==> src/sv/cha_pkg.sv <==
`timescale 1ns / 1ps

package cha_pkg;

    typedef logic [31:0]     word_t;
    typedef word_t [3:0]     quad_t;
    typedef word_t [15:0]    block_t;

    // Fixed words 0..3: "expand 32-byte k"
    localparam word_t SIGMA_0 = 32'h6170_7865;
    localparam word_t SIGMA_1 = 32'h3320_646E;
    localparam word_t SIGMA_2 = 32'h7962_2D32;
    localparam word_t SIGMA_3 = 32'h6B20_6574;

    localparam int unsigned ROT_A = 16;
    localparam int unsigned ROT_B = 12;
    localparam int unsigned ROT_C = 8;
    localparam int unsigned ROT_D = 7;

    localparam int unsigned DBL_ROUNDS_W = 4;
    localparam int unsigned RND_CNT_W    = DBL_ROUNDS_W + 1;
    localparam logic [DBL_ROUNDS_W-1:0] DBL_ROUNDS_RESET = 4'd10;

    // Configuration register indexes
    localparam int unsigned CFG_INDEX_W = 3;
    localparam logic [CFG_INDEX_W-1:0] CFG_KEY_PAIR_0    = 3'd0;
    localparam logic [CFG_INDEX_W-1:0] CFG_KEY_PAIR_1    = 3'd1;
    localparam logic [CFG_INDEX_W-1:0] CFG_KEY_PAIR_2    = 3'd2;
    localparam logic [CFG_INDEX_W-1:0] CFG_KEY_PAIR_3    = 3'd3;
    localparam logic [CFG_INDEX_W-1:0] CFG_NONCE_VALUE   = 3'd4;
    localparam logic [CFG_INDEX_W-1:0] CFG_COUNTER_START = 3'd5;
    localparam logic [CFG_INDEX_W-1:0] CFG_DOUBLE_ROUNDS = 3'd6;

    // Controller to datapath
    typedef struct packed {
        logic load;
        logic round;
        logic finish;
    } ctrl_cmd_t;

    // Datapath to controller
    typedef struct packed {
        logic rnd_zero;
        logic out_full;
        logic out_taken;
    } dp_status_t;

    function automatic word_t rotl(word_t v, int unsigned n);
        return (v << n) | (v >> (32 - n));
    endfunction

    // One quarter round; q[0..3] hold a, b, c, d
    function automatic quad_t quarter(quad_t q);
        quad_t r;
        r = q;
        r[0] = r[0] + r[1]; r[3] = rotl(r[3] ^ r[0], ROT_A);
        r[2] = r[2] + r[3]; r[1] = rotl(r[1] ^ r[2], ROT_B);
        r[0] = r[0] + r[1]; r[3] = rotl(r[3] ^ r[0], ROT_C);
        r[2] = r[2] + r[3]; r[1] = rotl(r[1] ^ r[2], ROT_D);
        return r;
    endfunction

    // Four parallel quarter rounds over columns or diagonals
    function automatic block_t half_round(block_t x, logic diag);
        block_t y;
        y = x;
        if (!diag)
        begin
            {y[12], y[8],  y[4], y[0]} = quarter({x[12], x[8],  x[4], x[0]});
            {y[13], y[9],  y[5], y[1]} = quarter({x[13], x[9],  x[5], x[1]});
            {y[14], y[10], y[6], y[2]} = quarter({x[14], x[10], x[6], x[2]});
            {y[15], y[11], y[7], y[3]} = quarter({x[15], x[11], x[7], x[3]});
        end
        else
        begin
            {y[15], y[10], y[5], y[0]} = quarter({x[15], x[10], x[5], x[0]});
            {y[12], y[11], y[6], y[1]} = quarter({x[12], x[11], x[6], x[1]});
            {y[13], y[8],  y[7], y[2]} = quarter({x[13], x[8],  x[7], x[2]});
            {y[14], y[9],  y[4], y[3]} = quarter({x[14], x[9],  x[4], x[3]});
        end
        return y;
    endfunction

endpackage

==> src/sv/cha_ctrl.sv <==
`timescale 1ns / 1ps

module cha_ctrl
    import cha_pkg::*;
(
    input  logic       clk,
    input  logic       rst_n,
    input  logic       req_valid,
    output logic       req_ready,
    input  dp_status_t status,
    output ctrl_cmd_t  cmd
);

    typedef enum logic [2:0] {
        ST_IDLE   = 3'b001,
        ST_ROUND  = 3'b010,
        ST_FINISH = 3'b100
    } state_t;

    state_t state_reg;
    state_t state_next;

    // Sequence: take a request, run the half rounds, hand off the result
    always_comb
    begin
        state_next = state_reg;
        cmd        = '0;
        req_ready  = 1'b0;
        unique case (state_reg)
            ST_IDLE:
            begin
                req_ready = 1'b1;
                if (req_valid)
                begin
                    cmd.load   = 1'b1;
                    state_next = ST_ROUND;
                end
            end
            ST_ROUND:
            begin
                if (status.rnd_zero)
                begin
                    state_next = ST_FINISH;
                end
                else
                begin
                    cmd.round = 1'b1;
                end
            end
            ST_FINISH:
            begin
                // Wait for the output register to free up
                if (!status.out_full || status.out_taken)
                begin
                    cmd.finish = 1'b1;
                    state_next = ST_IDLE;
                end
            end
            default:
            begin
                state_next = ST_IDLE;
            end
        endcase
    end

    always_ff @(posedge clk or negedge rst_n)
    begin
        if (!rst_n)
        begin
            state_reg <= ST_IDLE;
        end
        else
        begin
            state_reg <= state_next;
        end
    end

endmodule

==> config.mk <==
export PLATFORM = sky130hd
export DESIGN_NAME = cha_ctrl
export DESIGN_NICKNAME = d
export VERILOG_FILES = /design/src/sv/cha_pkg.sv /design/src/sv/cha_ctrl.sv
export SDC_FILE = /design/constraint.sdc
export NUM_CORES = 1
export LEC_CHECK = 0
export ABC_AREA = 1
export BUFFER_PORTS_ARGS = -buffer_cell sky130_fd_sc_hd__buf_4
export CAP_MARGIN = 20
export CORE_AREA = 2 2 39 41
export CTS_CLUSTER_DIAMETER = 50
export DETAILED_ROUTE_END_ITERATION = 8
export DIE_AREA = 0 0 41 43
export GPL_TIMING_DRIVEN = 1
export PLACE_DENSITY = 0.43
export SYNTH_ARGS = -nofsm -noshare
export SYNTH_HDL_FRONTEND = slang
export SYNTH_SLANG_ARGS = --single-unit
==> constraint.sdc <==
create_clock -name clk -period 1.3 [get_ports clk]
set_input_delay 0.13 -clock clk [delete_from_list [all_inputs] [get_ports clk]]
set_output_delay 0.13 -clock clk [all_outputs]
set_load 0.02 [all_outputs]
# --- Word-level counts from Yosys, hierarchy flattened ---
# Index checks and enable logic that the tools add are counted.
totals:
  regBits: 3
  latchBits: 0
  ram_bits: 0
  rom_bits: 0
  inputBits: 6
  out_inout_bits: 4
  n_memories: 0
classes:
  n_addsub: 0
  mul: 0
  div: 0
  magnitude_cmp: 0
  eq_ne: 6
  shifts: 0
  n_mux: 11
  bitwise: 0
  reduce_logical: 3
ops:
  columns: ["op", "count"]
  rows:
  - ["3-bit 2-to-1 mux", 3]
  - ["3-bit case mux with 3 select lines", 1]
  - ["1-bit 2-to-1 mux", 7]
  - ["2-bit inequality test, second input constant", 3]
  - ["3-bit by 1-bit == test with 1-bit output, second input constant", 1]
  - ["3-bit by 2-bit == test with 1-bit output, second input constant", 1]
  - ["3-bit == test, second input constant", 1]
  - ["3-bit AND reduction", 1]
  - ["1-bit logical NOT", 1]
  - ["1-bit logical OR", 1]

# --- Logic depth before layout (Yosys ltp) ---
depth:
  ltp_word: 4
  depth_mapped: 5
  mapped_depth_nobuf: 5

# --- Worst setup path after synthesis ---
# OpenSTA, ideal clock, no wires.
synth_timing:
  path_kind: "register to output"
  start: "register state_reg[0]"
  end: "output cmd[2] (netlist name)"
  t_arrival_ns: 1.014
  setup_slack_ns: 0.156
  path_stages_with_launch: 5
  path_cell_list: "dfstp_2 > inv_2 > nor2_2 > nand2_2 > nor2_1"
synth_rtl:
  columns: ["item", "line", "source"]
  rows:
  - ["from (decl)", "cha_ctrl.sv:20", "state_t state_reg;"]
  - ["from (signal assigned)", "cha_ctrl.sv:74", "state_reg <= state_next;"]
  - ["to (decl)", "cha_ctrl.sv:11", "output ctrl_cmd_t cmd"]

==> results_dict.tcl <==
set metrics [dict create \
    grt_pass1_vias 188 \
    antenna_found_initial 0 \
    setup_viol 1 \
    postRouteAntennaNets 0 \
    ys_types 13 \
    remaining_drc_errors 0 \
    drt_wl_total_um 418 \
    setup_slack_ps -31.4 \
    cp_data_required_time_ps 1170 \
    boundaryPins 10 \
    chipWidth_um 41 \
    grt_setup_unrepaired "yes" \
    cts-root-buf "clkbuf_4" \
    critPathMaxStageDelay_ps 530 \
    worstSetupPathType "reg -> out" \
    whs_ps 181 \
    status "complete, but fails checks" \
    fin_cells 56 \
    dpl.hpwl_um 328 \
    crit_fanout 4 \
    failed_checks "negative setup slack" \
    synth_area_um2 195 \
    diodes 0 \
    synth_seq_area_share 0.391 \
    synthesis.nets 32 \
    cp-end-kind "primary output" \
    cts_buffers 3 \
    grtUsageTotal 0.0654 \
    syn_avg_cell_area_um2 7.51 \
    die_y_um 43 \
    placementRows 14 \
    peakVddDrop_mv 0.343 \
    firstDrtPassIters 1 \
    topRoutingLayerUsed "met4" \
    max_slew_margin 0.891 \
    fin_crit_sh 1.02 \
    syn_to_final_growth_pct 69.2 \
    core_um2 1380 \
    start_kind "register" \
    dpl_worst_slack_ps 191 \
    fill_cells 161 \
    wl_per_cell_um 7.46 \
    dieArea_um2 1760 \
    post-cts-setup-buffer-count 0 \
    final_util 0.239 \
    cts_tree "built" \
    clk_pin_slew_ps 40 \
    seq_area_um2 76.3 \
    hold_viol_final 0 \
    path_cells "inv_4 -> nor2_4 -> nand2_2 -> nor2_1 -> buf_4" \
    min_period_ps 1330 \
    finalMaxSlewViolations 0 \
    clk_latency_ps 240 \
    initial_utilization 0.141 \
    htreeDepth 1 \
    clockBufferDepth 2 \
    fmax_mhz 751 \
    num_vias 200 \
    port_buffers 9 \
    synthesis.instances 26 \
    powerDensity_nw_per_um2 2240 \
    ys_warn_count 0 \
    wl_met1_um 137 \
    grt_overflow 0 \
    max-cap-violations 0 \
    crit_arrival_ps 1200 \
    ys_seq_elements 3 \
    vias_per_cell 3.57 \
    nets 47 \
    largest_reg_flops 3 \
    met3WireLength_um 22 \
    total_power_uw 740 \
    skew_ps 1.67 \
    grt_pass1_wl_um 641 \
    placed_cells 51 \
    p_leak_uw 0.000185 \
    met2_length_um 242 \
    tightest_slew_ps 163 \
    clock-sinks 3 \
    first_iter_violations 0 \
    routabilityCongestion 0.689 \
    multi_input_area_um2 97.6 \
    grt_max_degree 5 \
    drive_gt1_frac 0.550 \
    critical_path.slowest_cell "dfstp_2" \
    hp-class "in -> reg" \
]
## Yosys cell counts
library cell | n | area (µm²)
nor2_1 | 1 | 3.75
nor2_2 | 3 | 18.8
o21bai_2 | 1 | 11.3
dfstp_2 | 1 | 26.3
o21ai_1 | 2 | 10.0
dfrtp_1 | 2 | 50.1
a21oi_1 | 1 | 5.00
nand3_1 | 2 | 10.0
nand2_2 | 2 | 12.5
nand2_1 | 3 | 11.3
inv_2 | 2 | 7.51
nand3_2 | 1 | 10.0
inv_1 | 5 | 18.8
## placed cells by master, fill, tap and decap left out, types with 2 or more instances in the layout
master and n:
buf_4 8, nand2_2 2, clkbuf_4 3, inv_1 5
nor2_2 2, nand3_1 2, nand2_1 3, dfrtp_1 2
o21ai_1 2
## where the power goes
group / switching, µW / internal (µW) / leakage [µW]
clock network: 54.8 / 115 / 0.0000150
registers: 29.2 / 145 / 0.0000371
logic: 234 / 161 / 0.000133
## kinds of logic after synthesis
logic type             after synthesis  synth area share
AND/OR/NAND/NOR                     12             0.340
buffers and inverters                7             0.135
AO/OA/AOI/OAI                        4             0.135
flip-flops                           3             0.391
## cell type report
cell class / instances / area share
clock buffer: 4 / 0.0795
tap: 16 / 0.0606
sequential: 3 / 0.231
inverter: 7 / 0.0871
timing repair buffer: 10 / 0.246
multi-input combinational: 16 / 0.295
## path summary, 6_finish.rpt
path	slack [ps]	to	cells past startpoint	from
min in group asynchronous	210	state_reg[1]$_DFFE_PN0P_	2	rst_n
worst min register to register	550	state_reg[0]$_DFFE_PN1P_	3	state_reg[1]$_DFFE_PN0P_
max in group asynchronous	900	state_reg[0]$_DFFE_PN1P_	2	rst_n
worst min-delay path	180	state_reg[0]$_DFFE_PN1P_	4	req_valid
worst max register to register	270	state_reg[2]$_DFFE_PN0P_	4	state_reg[0]$_DFFE_PN1P_
worst max-delay path	-30	cmd[2]	5	state_reg[0]$_DFFE_PN1P_
## critical path: cells and delay by family, from the launching register on
kind                   cells  cell delay, ps
buffers and inverters      2             190
and+or+nand+nor            3             240
DFF                        1             530
## routing by layer
metal,track usage,up-vias
li1,-,106
met1,0.0485,85
met2,0.0906,7
met3,0.0314,2
met4,0.100,0
met5,0,-
## metrics by stage
stage | cell area [µm²] | setup TNS [ps]
6_report | 330 | -31.4
3_3_place_gp | 283 | 0
2_1_floorplan | 195 | 0
4_1_cts | 324 | -48.7
3_5_place_dp | 283 | 0
5_1_grt | 330 | -157
## what timing repair did
action / 4_1_cts / 5_1_grt
hold buffers: 1 / 0
endpoints found under the setup margin: 2 / 3
hold endpoints to repair: 3 / 0
pin swaps: 0 / 0
gates resized for setup: 1 / 2
Note: power is estimated with default switching activity, not from simulation.
